## src/rtl/fbc_ram.sv

```systemverilog
// Generic simple dual-port RAM: one write port, one read port, registered read data.
// No dependencies.
module fbc_ram #(
    parameter int WIDTH = 8,
    parameter int DEPTH = 256
) (
    input  logic                             i_clk,
    input  logic                             i_we,
    input  logic [$clog2(DEPTH)-1:0]         i_waddr,
    input  logic [WIDTH-1:0]                 i_wdata,
    input  logic [$clog2(DEPTH)-1:0]         i_raddr,
    output logic [WIDTH-1:0]                 o_rdata
);
    logic [WIDTH-1:0] r_mem [DEPTH];
    logic [WIDTH-1:0] r_rdata;

    // Write and registered read.
    always_ff @(posedge i_clk) begin
        if (i_we) begin
            r_mem[i_waddr] <= i_wdata;
        end
        r_rdata <= r_mem[i_raddr];
    end

    assign o_rdata = r_rdata;
endmodule

```

## config.mk

```make
export PLATFORM = sky130hd
export DESIGN_NAME = fbc_ram
export DESIGN_NICKNAME = d
export VERILOG_FILES = /design/src/rtl/fbc_ram.sv
export SDC_FILE = /design/constraint.sdc
export NUM_CORES = 2
export LEC_CHECK = 0
export ABC_CLOCK_PERIOD_IN_PS = 3200
export BUFFER_PORTS_ARGS = -buffer_cell sky130_fd_sc_hd__buf_2
export CAP_MARGIN = 20
export CELL_PAD_IN_SITES_DETAIL_PLACEMENT = 1
export CELL_PAD_IN_SITES_GLOBAL_PLACEMENT = 2
export CORE_UTILIZATION = 51
export DETAILED_ROUTE_END_ITERATION = 6
export PLACE_DENSITY = 0.88
export SLEW_MARGIN = 20
export SYNTH_ARGS = -nofsm -noshare
export SYNTH_HDL_FRONTEND = slang
export SYNTH_SLANG_ARGS = --single-unit
```

## constraint.sdc

```tcl
create_clock -name i_clk -period 3.2 [get_ports i_clk]
set_clock_uncertainty 0.15 [all_clocks]
set_input_delay 0.8 -clock i_clk [delete_from_list [all_inputs] [get_ports i_clk]]
set_output_delay 0.8 -clock i_clk [all_outputs]
set_load 0.01 [all_outputs]
```

==> flow_summary.toml <==
[route]
wl_per_cell_um = 36.6
totalWireLength_um = 242000
dr.pass1.iters = 7
drc = 6
drt_iter0_drc = 6292
ant_nets = 0
routed-via-count = 44300
viasPerCell = 6.69

[synthesis]
syn_nets = 3759
ys_seq_elements = 2056
ys_async_sr_fraction_pct = 0
ys_seq_area_share_pct = 77.5
syn_area_um2 = 79600
ys_types = 55
synth_flop_cell = "edfxtp_1"
synth_edf_count = 2048
synth_warnings = 0
synthCells = 3733
avgSynthCellArea_um2 = 21.3

[power]
seqPwrFrac_pct = 52.8
pwr-share-comb_pct = 5.8
p_sw_share_pct = 22.2
cellLeakagePower_uw = 0.0303
internal_power_uw = 43800
power_switching_uw = 12500
cellPowerDensity_nw_per_um2 = 603
peakVddDrop_v = 0.000643
clockPowerShare_pct = 41.4

[placed_design]
place_area_um2 = 87000
dpl.hpwl_um = 149000
place.gp.congestion = 0.873
portBuffers = 33

[worst_setup_path]
critPathCaptureType = "register"
cp_max_fo = 22
crit_arrival_ns = 3.67
start_kind = "primary input"
r2r_cells = 6
critical_path_class = "in -> reg"
r2r_setup_slack_ns = 0.31
r2r_end = "o_rdata[6]"
startpoint = "i_raddr[0]"
r2r-start = "r_mem[82][6]"
critPathRequiredTime_ns = 3.73

[layout]
final_cell_mix = "2048 x edfxtp_1, 603 x buf_4, 454 x mux4_2"
nNetsFinal = 4437
drive_gt1_share_pct = 32.3
finish.utilization_pct = 60.5
syn_to_final_growth_pct = 17.4
stdcell_area_um2 = 93400
final_common_cell = "edfxtp_1"

[timing]
slew_viol_final = 0
min_period_ns = 3.14
rsz0062_at_grt = "false"
max_slew_margin_pct = 44.2
fin_crit_sh_pct = 98.2
max_freq_ghz = 0.318
tightest_slew_ns = 0.837
setup_viol = 0
finalHoldViolations = 0
tns_ns = 0

[grt]
grt_pass1_vias = 46700
grt_max_degree = 99
track_usage_pct = 31.0
antenna_found_initial = 14
grt_first_pass_wirelength_um = 345000
overflow = 0

[die]
rows = 144
io-pin-count = 34
coreArea_um2 = 154000
fp.dieW_um = 397
start_util_pct = 51.5
die_y_um = 397
die-area_um2 = 158000

[status]
violations = "DRC"
outcome = "complete, but fails checks"

[clock_network]
clock_sinks = 2056
clockBufferDepth = 3
cts_setup_buffers = 0
clk_latency_ns = 0.85
clk_pin_slew_ns = 0.07
cts_buffers = 199
cts_root_buffer = "clkbuf_16"
cts_tree = "built"
ctsHtreeMaxLevel = 4
hold_buffers = 0

[worst_hold_path]
hold_class = "in -> reg"
hp-start = "i_wdata[4]"
holdPathEnd = "r_mem[114][4]"
hold_path_depth = 1

[run]
maxCapViolations = 0
[metrics by stage]
step,power (µW),hold slack (ns),instances,setup slack (ns)
2_1_floorplan,31700,0.620,3733,0.312
3_3_place_gp,33300,0.889,6253,-1.15
3_5_place_dp,33400,0.975,6254,-1.13
4_1_cts,56400,0.199,6610,0.0211
5_1_grt,57300,0.235,6610,0.0292
6_report,56300,0.259,6614,0.0578
[final cells by class]
class | instances | area, µm²
antenna | 4 | 10.0
clock buffer | 247 | 5250
clock inverter | 109 | 1060
fill | 12800 | 61000
inverter | 2 | 7.51
multi-input combinational | 1442 | 16600
sequential | 2056 | 61700
tap | 2044 | 2560
timing repair buffer | 710 | 6280
[state kept, by name, indices dropped and copies added, names as in the netlist]
register,flops
o_rdata,8
r_mem,2048
[worst max-delay path, stage by stage]
cell     delay, ns
buf_8         0.26
buf_12        0.27
buf_4         0.36
mux4_2        0.58
a22oi_1       0.23
a21oi_1       0.22
nor4_2        0.56
buf_4         0.26
nor4_1        0.07
[synthesized netlist by cell type (13+ instances only)]
master    number  share of area [%]
edfxtp_1    2048                 77
mux4_2       454                 13
nor2_1       282                1.3
mux2i_1      134                1.7
a22oi_1      133                1.3
clkbuf_1     111               0.52
a21oi_1       96               0.60
o221ai_1      46               0.51
nand3_1       34               0.21
nand2_1       33               0.16
buf_2         31               0.20
nor2b_1       31               0.24
o22ai_1       28               0.22
buf_4         27               0.25
nor4_1        24               0.19
buf_1         22               0.10
nor3_1        22               0.14
buf_6         21               0.30
a211oi_1      16               0.15
a221oi_1      13               0.14
buf_8         13               0.25
[how the worst max path moves through the flow]
stage / endpoint
global route: o_rdata[1]
finish: o_rdata[1]
floorplan: o_rdata[2]
detailed placement: o_rdata[2]
CTS: o_rdata[4]
global placement: o_rdata[5]
[kinds of logic (layout without fill, tap and decap cells)]
logic type | count (synthesis) | count (layout) | share of synthesized area [%]
flip-flops | 2056 | 2056 | 77.5
multiplexers | 591 | 591 | 14.6
AND/OR/NAND/NOR | 466 | 466 | 2.63
AO/OA/AOI/OAI | 385 | 385 | 3.42
buffers and inverters | 235 | 1068 | 1.83
other | 0 | 4 | 0
[repair_timing]
action | 4_1_cts | 5_1_grt
gates resized for setup | 5 | 5
setup endpoints to repair | 5 | 4
endpoints found under the hold margin | 0 | 0
[per-layer routing]
layer	track usage, %	wire, µm	vias up
met5	0	110	-
met4	13.9	12000	18
met3	7.01	24100	740
met2	51.6	121000	3207
met1	39.1	84800	23300
li1	-	-	17000
[power groups by stage]
| stage | logic, µW | registers (µW) | clock network, µW |
|---|---|---|---|
| floorplan | 1440 | 30300 | 0 |
| global placement | 2960 | 30300 | 0 |
| detailed placement | 3120 | 30300 | 0 |
| CTS | 3210 | 29800 | 23500 |
| global route | 3360 | 29700 | 24200 |
| finish | 3260 | 29800 | 23300 |
(Power assumes the default switching activity.)
